<file path="config.mk">
export PLATFORM = sky130hd
export DESIGN_NAME = decimal_number_lexer
export DESIGN_NICKNAME = d
export VERILOG_FILES = /design/src/hw/rtl/dlx_pkg.sv /design/src/hw/rtl/dlx_classify.sv /design/src/hw/rtl/dlx_core.sv /design/src/hw/rtl/decimal_number_lexer.sv
export SDC_FILE = /design/constraint.sdc
export NUM_CORES = 1
export LEC_CHECK = 0
export ABC_AREA = 1
export BUFFER_PORTS_ARGS = -buffer_cell sky130_fd_sc_hd__buf_2
export CAP_MARGIN = 20
export CORE_MARGIN = 3
export CORE_UTILIZATION = 40
export CTS_CLUSTER_SIZE = 16
export DETAILED_ROUTE_END_ITERATION = 10
export PLACE_DENSITY = 0.53
export SYNTH_ARGS = -nofsm -noshare
export SYNTH_HDL_FRONTEND = slang
export SYNTH_SLANG_ARGS = --single-unit
</file>
<file path="constraint.sdc">
create_clock -name clk -period 4.7 [get_ports clk]
set_input_delay 0 -clock clk [delete_from_list [all_inputs] [get_ports clk]]
set_output_delay 0 -clock clk [all_outputs]
set_load 0.02 [all_outputs]
</file>
<file path="src/hw/rtl/dlx_pkg.sv">
// ----------------------------------------------------------------------------
// dlx_pkg - shared types and constants of the decimal number lexer
// token codes, lexer phases, character classes and the view of one result
// ----------------------------------------------------------------------------
package dlx_pkg;

  typedef enum logic [3:0] {
    TK_NUM    = 4'd0,
    TK_ADD    = 4'd1,
    TK_SUB    = 4'd2,
    TK_MUL    = 4'd3,
    TK_DIV    = 4'd4,
    TK_LPAREN = 4'd5,
    TK_RPAREN = 4'd6,
    TK_END    = 4'd7,
    TK_ERROR  = 4'd8
  } tok_kind_t;

  typedef enum logic [1:0] {
    PH_IDLE = 2'd0,
    PH_INT  = 2'd1,
    PH_DOT  = 2'd2,
    PH_FRAC = 2'd3
  } phase_t;

  typedef enum logic [3:0] {
    CC_DIGIT,
    CC_DOT,
    CC_MINUS,
    CC_PLUS,
    CC_STAR,
    CC_SLASH,
    CC_LPAR,
    CC_RPAR,
    CC_EQ,
    CC_OTHER
  } char_class_t;

  typedef struct packed {
    char_class_t cls;
    logic [3:0]  digit;
  } char_info_t;

  // everything of a result except the mantissa
  typedef struct packed {
    tok_kind_t  tok;
    phase_t     phase;
    logic       neg;
    logic [3:0] frac;
    logic       ovf;
  } lex_view_t;

  localparam int unsigned MANT_OUT_BITS = 32;
  localparam logic [3:0]  FRAC_MAX      = 4'd15;

  localparam logic [7:0] CH_0     = 8'h30;
  localparam logic [7:0] CH_9     = 8'h39;
  localparam logic [7:0] CH_DOT   = 8'h2E;
  localparam logic [7:0] CH_MINUS = 8'h2D;
  localparam logic [7:0] CH_PLUS  = 8'h2B;
  localparam logic [7:0] CH_STAR  = 8'h2A;
  localparam logic [7:0] CH_SLASH = 8'h2F;
  localparam logic [7:0] CH_LPAR  = 8'h28;
  localparam logic [7:0] CH_RPAR  = 8'h29;
  localparam logic [7:0] CH_EQ    = 8'h3D;

endpackage

</file>
<file path="src/hw/rtl/dlx_classify.sv">
// ----------------------------------------------------------------------------
// dlx_classify - key character classifier
// maps an ascii code to its character class and digit value
// ----------------------------------------------------------------------------
module dlx_classify (
  input  logic [7:0]          char_code,
  output dlx_pkg::char_info_t info
);
  import dlx_pkg::*;

  logic [3:0] offset;

  assign offset = 4'(char_code - CH_0);

  always_comb begin
    info.digit = offset;
    if (char_code >= CH_0 && char_code <= CH_9) begin
      info.cls = CC_DIGIT;
    end else begin
      unique case (char_code)
        CH_DOT:   info.cls = CC_DOT;
        CH_MINUS: info.cls = CC_MINUS;
        CH_PLUS:  info.cls = CC_PLUS;
        CH_STAR:  info.cls = CC_STAR;
        CH_SLASH: info.cls = CC_SLASH;
        CH_LPAR:  info.cls = CC_LPAR;
        CH_RPAR:  info.cls = CC_RPAR;
        CH_EQ:    info.cls = CC_EQ;
        default:  info.cls = CC_OTHER;
      endcase
    end
  end

endmodule

</file>
<file path="src/hw/rtl/dlx_core.sv">
// ----------------------------------------------------------------------------
// dlx_core - lexer state machine and number accumulator
// holds phase, mantissa, fraction count, sign and overflow; one step per item
// ----------------------------------------------------------------------------
module dlx_core #(
  parameter int unsigned MANTISSA_BITS = 32
) (
  input  logic                clk,
  input  logic                rst_n,
  input  logic                step,
  input  logic                mode,
  input  dlx_pkg::char_info_t info,
  output dlx_pkg::lex_view_t  view_nxt,
  output logic [31:0]         mant_nxt
);
  import dlx_pkg::*;

  localparam int unsigned MB = MANTISSA_BITS;

  phase_t        phase_r, phase_nxt;
  logic [MB-1:0] acc_r, acc_nxt;
  logic [3:0]    frac_r, frac_nxt;
  logic          neg_r, neg_nxt;
  logic          ovf_r, ovf_nxt;
  tok_kind_t     tok;

  logic [MB+3:0] acc_ext;
  logic [MB+3:0] prod;
  logic          fits;

  // acc*10 + digit, taken only when it stays within the mantissa width
  assign acc_ext = {4'b0000, acc_r};
  assign prod    = (acc_ext << 3) + (acc_ext << 1) + {{MB{1'b0}}, info.digit};
  assign fits    = (prod[MB+3:MB] == 4'b0000);

  always_ff @(posedge clk) begin
    if (!rst_n) begin
      phase_r <= PH_IDLE;
      acc_r   <= '0;
      frac_r  <= '0;
      neg_r   <= 1'b0;
      ovf_r   <= 1'b0;
    end else if (step) begin
      phase_r <= phase_nxt;
      acc_r   <= acc_nxt;
      frac_r  <= frac_nxt;
      neg_r   <= neg_nxt;
      ovf_r   <= ovf_nxt;
    end
  end

  always_comb begin
    phase_nxt = phase_r;
    acc_nxt   = acc_r;
    frac_nxt  = frac_r;
    neg_nxt   = neg_r;
    ovf_nxt   = ovf_r;
    tok       = TK_NUM;
    if (mode) begin
      phase_nxt = PH_IDLE;
      acc_nxt   = '0;
      frac_nxt  = '0;
      neg_nxt   = 1'b0;
      ovf_nxt   = 1'b0;
    end else begin
      unique case (info.cls)
        CC_DIGIT: begin
          unique case (phase_r)
            PH_IDLE: begin
              acc_nxt   = MB'(info.digit);
              frac_nxt  = '0;
              neg_nxt   = 1'b0;
              ovf_nxt   = 1'b0;
              phase_nxt = PH_INT;
            end
            PH_INT: begin
              if (fits) acc_nxt = prod[MB-1:0];
              else      ovf_nxt = 1'b1;
            end
            PH_DOT, PH_FRAC: begin
              if (frac_r == FRAC_MAX) begin
                ovf_nxt = 1'b1;
              end else if (fits) begin
                acc_nxt  = prod[MB-1:0];
                frac_nxt = frac_r + 4'd1;
              end else begin
                ovf_nxt = 1'b1;
              end
              phase_nxt = PH_FRAC;
            end
          endcase
        end
        CC_DOT: begin
          if (phase_r == PH_IDLE) begin
            acc_nxt   = '0;
            frac_nxt  = '0;
            neg_nxt   = 1'b0;
            ovf_nxt   = 1'b0;
            phase_nxt = PH_DOT;
          end else if (phase_r == PH_INT) begin
            frac_nxt  = '0;
            phase_nxt = PH_DOT;
          end
        end
        CC_MINUS: begin
          if (phase_r == PH_IDLE) begin
            acc_nxt   = '0;
            frac_nxt  = '0;
            neg_nxt   = 1'b1;
            ovf_nxt   = 1'b0;
            phase_nxt = PH_INT;
          end else begin
            tok       = TK_SUB;
            phase_nxt = PH_IDLE;
          end
        end
        CC_PLUS:  begin tok = TK_ADD;    phase_nxt = PH_IDLE; end
        CC_STAR:  begin tok = TK_MUL;    phase_nxt = PH_IDLE; end
        CC_SLASH: begin tok = TK_DIV;    phase_nxt = PH_IDLE; end
        CC_LPAR:  begin tok = TK_LPAREN; phase_nxt = PH_IDLE; end
        CC_RPAR:  begin tok = TK_RPAREN; phase_nxt = PH_IDLE; end
        CC_EQ:    begin tok = TK_END;    phase_nxt = PH_IDLE; end
        default:  tok = TK_ERROR;
      endcase
    end
  end

  assign view_nxt.tok   = tok;
  assign view_nxt.phase = phase_nxt;
  assign view_nxt.neg   = neg_nxt;
  assign view_nxt.frac  = frac_nxt;
  assign view_nxt.ovf   = ovf_nxt;

  // low 32 bits of the accumulator, zero filled when it is narrower
  generate
    if (MB >= MANT_OUT_BITS) begin : g_mant_cut
      assign mant_nxt = acc_nxt[MANT_OUT_BITS-1:0];
    end else begin : g_mant_pad
      assign mant_nxt = {{(MANT_OUT_BITS - MB){1'b0}}, acc_nxt};
    end
  endgenerate

endmodule

</file>
<file path="src/hw/rtl/decimal_number_lexer.sv">
// ----------------------------------------------------------------------------
// decimal_number_lexer - calculator keypad number tokenizer
// classifies key characters and assembles a signed exact decimal number
// ----------------------------------------------------------------------------
//
//  channel | dir | payload
//  --------+-----+--------------------------------------------------------
//  in_     | in  | tuser: mode (1 = clear all); tdata: char_code
//  out_    | out | tuser: token_kind; tdata: phase, sign, mantissa,
//          |     |        fraction digits, overflow flag
//
// one result word per input word; one word per cycle while out_tready is high
// a word passes the input register, then classify and lexer step into the
// result register; the lexer state advances as the word moves across
// rst_n is synchronous, active low, clears the valids and the lexer state
// out_tready low holds the result register; the input register still takes
// one word, then in_tready drops until the result is taken
//
module decimal_number_lexer #(
  parameter int unsigned MANTISSA_BITS = 32
) (
  input  logic        clk,
  input  logic        rst_n,
  input  logic        in_tvalid,
  output logic        in_tready,
  input  logic [7:0]  in_tdata,   // [7:0] char_code
  input  logic        in_tuser,   // [0] mode
  output logic        out_tvalid,
  input  logic        out_tready,
  output logic [39:0] out_tdata,  // [1:0] lexer_phase, [2] is_negative,
                                  // [34:3] mantissa, [38:35] fraction_digits,
                                  // [39] overflowed
  output logic [3:0]  out_tuser   // [3:0] token_kind
);
  import dlx_pkg::*;

  // input register
  logic       in_valid_r;
  logic [7:0] char_r;
  logic       mode_r;

  // result register
  logic        out_valid_r;
  lex_view_t   view_r;
  logic [31:0] mant_r;

  logic        advance;
  char_info_t  info;
  lex_view_t   view_nxt;
  logic [31:0] mant_nxt;

  // the word in the input register moves on when the result slot is free
  assign advance   = in_valid_r && (!out_valid_r || out_tready);
  assign in_tready = !in_valid_r || advance;

  always_ff @(posedge clk) begin
    if (!rst_n) begin
      in_valid_r <= 1'b0;
    end else if (in_tready) begin
      in_valid_r <= in_tvalid;
    end
  end

  // payload only, no reset
  always_ff @(posedge clk) begin
    if (in_tvalid && in_tready) begin
      char_r <= in_tdata;
      mode_r <= in_tuser;
    end
  end

  dlx_classify u_classify (
    .char_code (char_r),
    .info      (info)
  );

  dlx_core #(
    .MANTISSA_BITS (MANTISSA_BITS)
  ) u_core (
    .clk      (clk),
    .rst_n    (rst_n),
    .step     (advance),
    .mode     (mode_r),
    .info     (info),
    .view_nxt (view_nxt),
    .mant_nxt (mant_nxt)
  );

  always_ff @(posedge clk) begin
    if (!rst_n) begin
      out_valid_r <= 1'b0;
    end else if (advance) begin
      out_valid_r <= 1'b1;
    end else if (out_tready) begin
      out_valid_r <= 1'b0;
    end
  end

  // snapshot of the state after the word, plus its token
  always_ff @(posedge clk) begin
    if (advance) begin
      view_r <= view_nxt;
      mant_r <= mant_nxt;
    end
  end

  assign out_tvalid = out_valid_r;
  assign out_tuser  = view_r.tok;
  assign out_tdata  = {view_r.ovf, view_r.frac, mant_r, view_r.neg, view_r.phase};

  // a word waiting in the input register reaches the output when not stalled
  a_moves_on : assert property (@(posedge clk) disable iff (!rst_n)
    (in_valid_r && out_tready) |=> out_valid_r)
    else $error("input word did not reach the result register");

  // every operator token closes the number
  a_op_idle : assert property (@(posedge clk) disable iff (!rst_n)
    (out_valid_r && view_r.tok != TK_NUM && view_r.tok != TK_ERROR)
      |-> (view_r.phase == PH_IDLE))
    else $error("operator token left a number open");

  // integer and just-after-dot phases never carry fraction digits
  a_frac_zero : assert property (@(posedge clk) disable iff (!rst_n)
    (out_valid_r && (view_r.phase == PH_INT || view_r.phase == PH_DOT))
      |-> (view_r.frac == 4'd0))
    else $error("fraction count set outside fraction phase");

  // an unknown key changes nothing, checked here on the lexer phase
  a_err_hold : assert property (@(posedge clk) disable iff (!rst_n)
    (advance && view_nxt.tok == TK_ERROR) |=> (view_r.phase == $past(u_core.phase_r)))
    else $error("error token changed the lexer phase");

endmodule

</file>
==> metrics <==
status finished, final reports clean; DRC 0; die footprint 21800 um2; most frequent cells in the layout 346 x nand2_1, 174 x inv_1, 102 x a21oi_1; top post-synthesis cells by area edfxtp_1 20%, nand2_1 16%, dfxtp_1 10%; Die Width around 150 um; Sw Ratio 0.337; CTS tree yes; Slew @ Worst Pin approximately 800 ps; hold endpoint u_core.acc_r[18]; register area share after synthesis 0.303; mapped cell area about 8000 um2; Core Box Area 19600 um2; Initial Util 0.409; Rows 51; Die Y 148 um; Yosys top cell area share 0.198; Worst Setup Start Kind register; TritonCTS Buffers 9; Max-slew headroom 0.468; Clock Tree Root clkbuf_16; first-pass GRT wire length 37100 um; post-DP HPWL ~16000 um; drt wl/cell between 10 and 15 um; crit path DAT about 4000 ps; Sw Pwr around 780 uW; Synth area leader edfxtp_1; Final Hold Viols 0; gp weighted congestion between 0.9 and 1; io pins 59; vias per cell between 5 and 6; GRT Util Overall 0.209; fin crit share 0.825; crit path kind reg -> reg; R2R depth 23; RSZ-0062 raised after global routing false; Tmin final about 3900 ps; Clk pwr share 0.335; Pint approximately 1.5 mW; worst vdd ir roughly 0.17 mV; vias in the first global route slightly above 7000; Area Overhead vs Synth 11.4%; Async S/R FF share, synth 0; Max clock buf depth 2; most common cell after layout, fill and taps aside nand2_1; DR vias 7574; Lkg Pwr between 4 and 5 nW; htree depth 3; Setup TNS Final 0 ps; nets about 1300; Main synth FF type edfxtp_1; final setup fails 0; Max Clock Skew between 15 and 20 ps; fin. max-slew vios 0; Reg power frac 0.420; cell count after synthesis around 1200; Hold Path Origin rst_n; Worst R2R Setup Slack around 800 ps; Hold Path Class in -> reg; Post-synth EDFFs 53; r2r startpoint u_core.acc_r[0]; CP Capture Type register; largest net degree at the start of global routing 66; layout cells sized above 1 0.0987; Clock transition at path regs roughly 70 ps; DR iter-0 viols 549; Crit Reg-Reg Endpoint mant_r[0]; final total power between 2 and 2.5 mW; Mapped Nets 1276; DRT Pass-1 Iters 5; CP Max Fanout 28; WHS Path Cells 3; Cell Pwr Density between 200 and 300 nW/um2; syn_area_per_cell roughly 6.7 um2; CTS Sinks 95; Post-DRT Antenna Nets 0; Seq cells post-synth 95; Synth cell types 50; antenna cells 0; Post-CTS Resized 0; initial antenna violation count 0; grt total ovfl 0; DRT Wirelength approximately 22000 um; CP required between 4000 and 5000 ps; maximum clock frequency approximately 260 MHz; I/O Buffers 58; Max-Cap Viols 0; Ys Warns 0; Gate power share 0.245; Skew-Pair Late Insertion Delay 360 ps
==> metrics by stage <==
stage | hold slack (ps) | instance area [um2] | setup WS, ps | utilization | instances
4_1_cts | 289 | 8930 | 831 | 0.456 | 1511
6_report | 291 | 8930 | 821 | 0.456 | 1511
5_1_grt | 334 | 8930 | 524 | 0.456 | 1511
3_3_place_gp | 177 | 8510 | 963 | 0.434 | 1483
3_5_place_dp | 178 | 8510 | 847 | 0.434 | 1483
2_1_floorplan | 98.9 | 8020 | 1520 | - | 1197
==> state kept, by name, indices dropped and copies added, names as in the netlist, 2 cells and up <==
name,count
char_r,8
mant_r,32
out_tdata,8
out_tuser,4
u_core.acc_r,32
u_core.frac_r,4
u_core.phase_r,2
==> synthesized netlist by cell type, drive strengths merged (2+ instances only) <==
| library cell | count |
|---|---|
| o21ai | 76 |
| buf | 18 |
| ha | 64 |
| fa | 2 |
| o21bai | 15 |
| xor2 | 12 |
| a21oi | 104 |
| a22oi | 14 |
| clkbuf | 30 |
| o211ai | 5 |
| inv | 181 |
| clkinv | 3 |
| nor3 | 9 |
| and2 | 2 |
| nand2 | 360 |
| xnor2 | 12 |
| o31ai | 20 |
| dfxtp | 42 |
| nand3 | 64 |
| a31o | 2 |
| nor4 | 2 |
| or2 | 2 |
| nor2 | 90 |
| edfxtp | 53 |
| nand3b | 4 |
==> power by group through the flow <==
stage	logic (mW)	registers (mW)	clock network [mW]
5_1_grt	0.650	0.986	0.825
3_5_place_dp	0.562	0.998	0
4_1_cts	0.573	0.979	0.799
6_report	0.570	0.979	0.779
3_3_place_gp	0.562	0.998	0
2_1_floorplan	0.415	1.01	0
==> kinds of logic (layout without fill, tap and decap cells) <==
kind of cell / count (synthesis) / after routing / synth area share
AND/OR/NAND/NOR: 535 / 535 / 0.275
AO/OA/AOI/OAI: 245 / 245 / 0.175
buffers and inverters: 232 / 281 / 0.115
flip-flops: 95 / 95 / 0.303
adder cells (fa/ha/maj): 66 / 66 / 0.105
XOR/XNOR: 24 / 24 / 0.0262
==> routing by layer <==
metal  wire length, um  vias to the layer above  GRT usage
met5                 0                        -          0
met4               276                        0     0.0587
met3              1060                       25     0.0343
met2              9510                      157      0.320
met1             11300                     3411      0.305
li1                  -                     3981          -
==> how the worst max path moves through the flow <==
stage                                from       endpoint  slack, ps
after floorplan                 char_r[3]  out_tdata[35]       1520
after global placement    u_core.acc_r[0]  out_tdata[36]        960
after detailed placement  u_core.acc_r[0]      mant_r[0]        850
after CTS                 u_core.acc_r[0]      mant_r[0]        830
after global routing      u_core.acc_r[0]     mant_r[26]        520
final                     u_core.acc_r[0]      mant_r[0]        820
==> final cells by class <==
class	instances	area, um2
clock buffer	10	229
clock inverter	6	73.8
fill	2051	10700
inverter	184	693
multi-input combinational	870	4670
sequential	95	2430
tap	265	332
timing repair buffer	81	505
==> repair_timing <==
action	CTS	global route
hold buffers	12	0
setup buffers	0	0
endpoints found under the hold margin	11	0
==> critical path, cell delays in order (launching register included) <==
cell	delay, ps
dfxtp_1	430
inv_1	120
fa_1	510
inv_1	70
fa_1	450
nand2_1	80
nand2_1	90
nand3_1	90
nand2_1	110
nand2_1	100
nand2_2	90
nand2_2	90
nand3_1	70
nand2_1	100
nand2_2	70
nor2_4	400
buf_12	250
nand2_1	120
nand2_1	70
nand3_1	60
nand3_1	90
nand2_1	50
nand2_1	90
inv_1	50
Power figures use the tool's default switching activity.
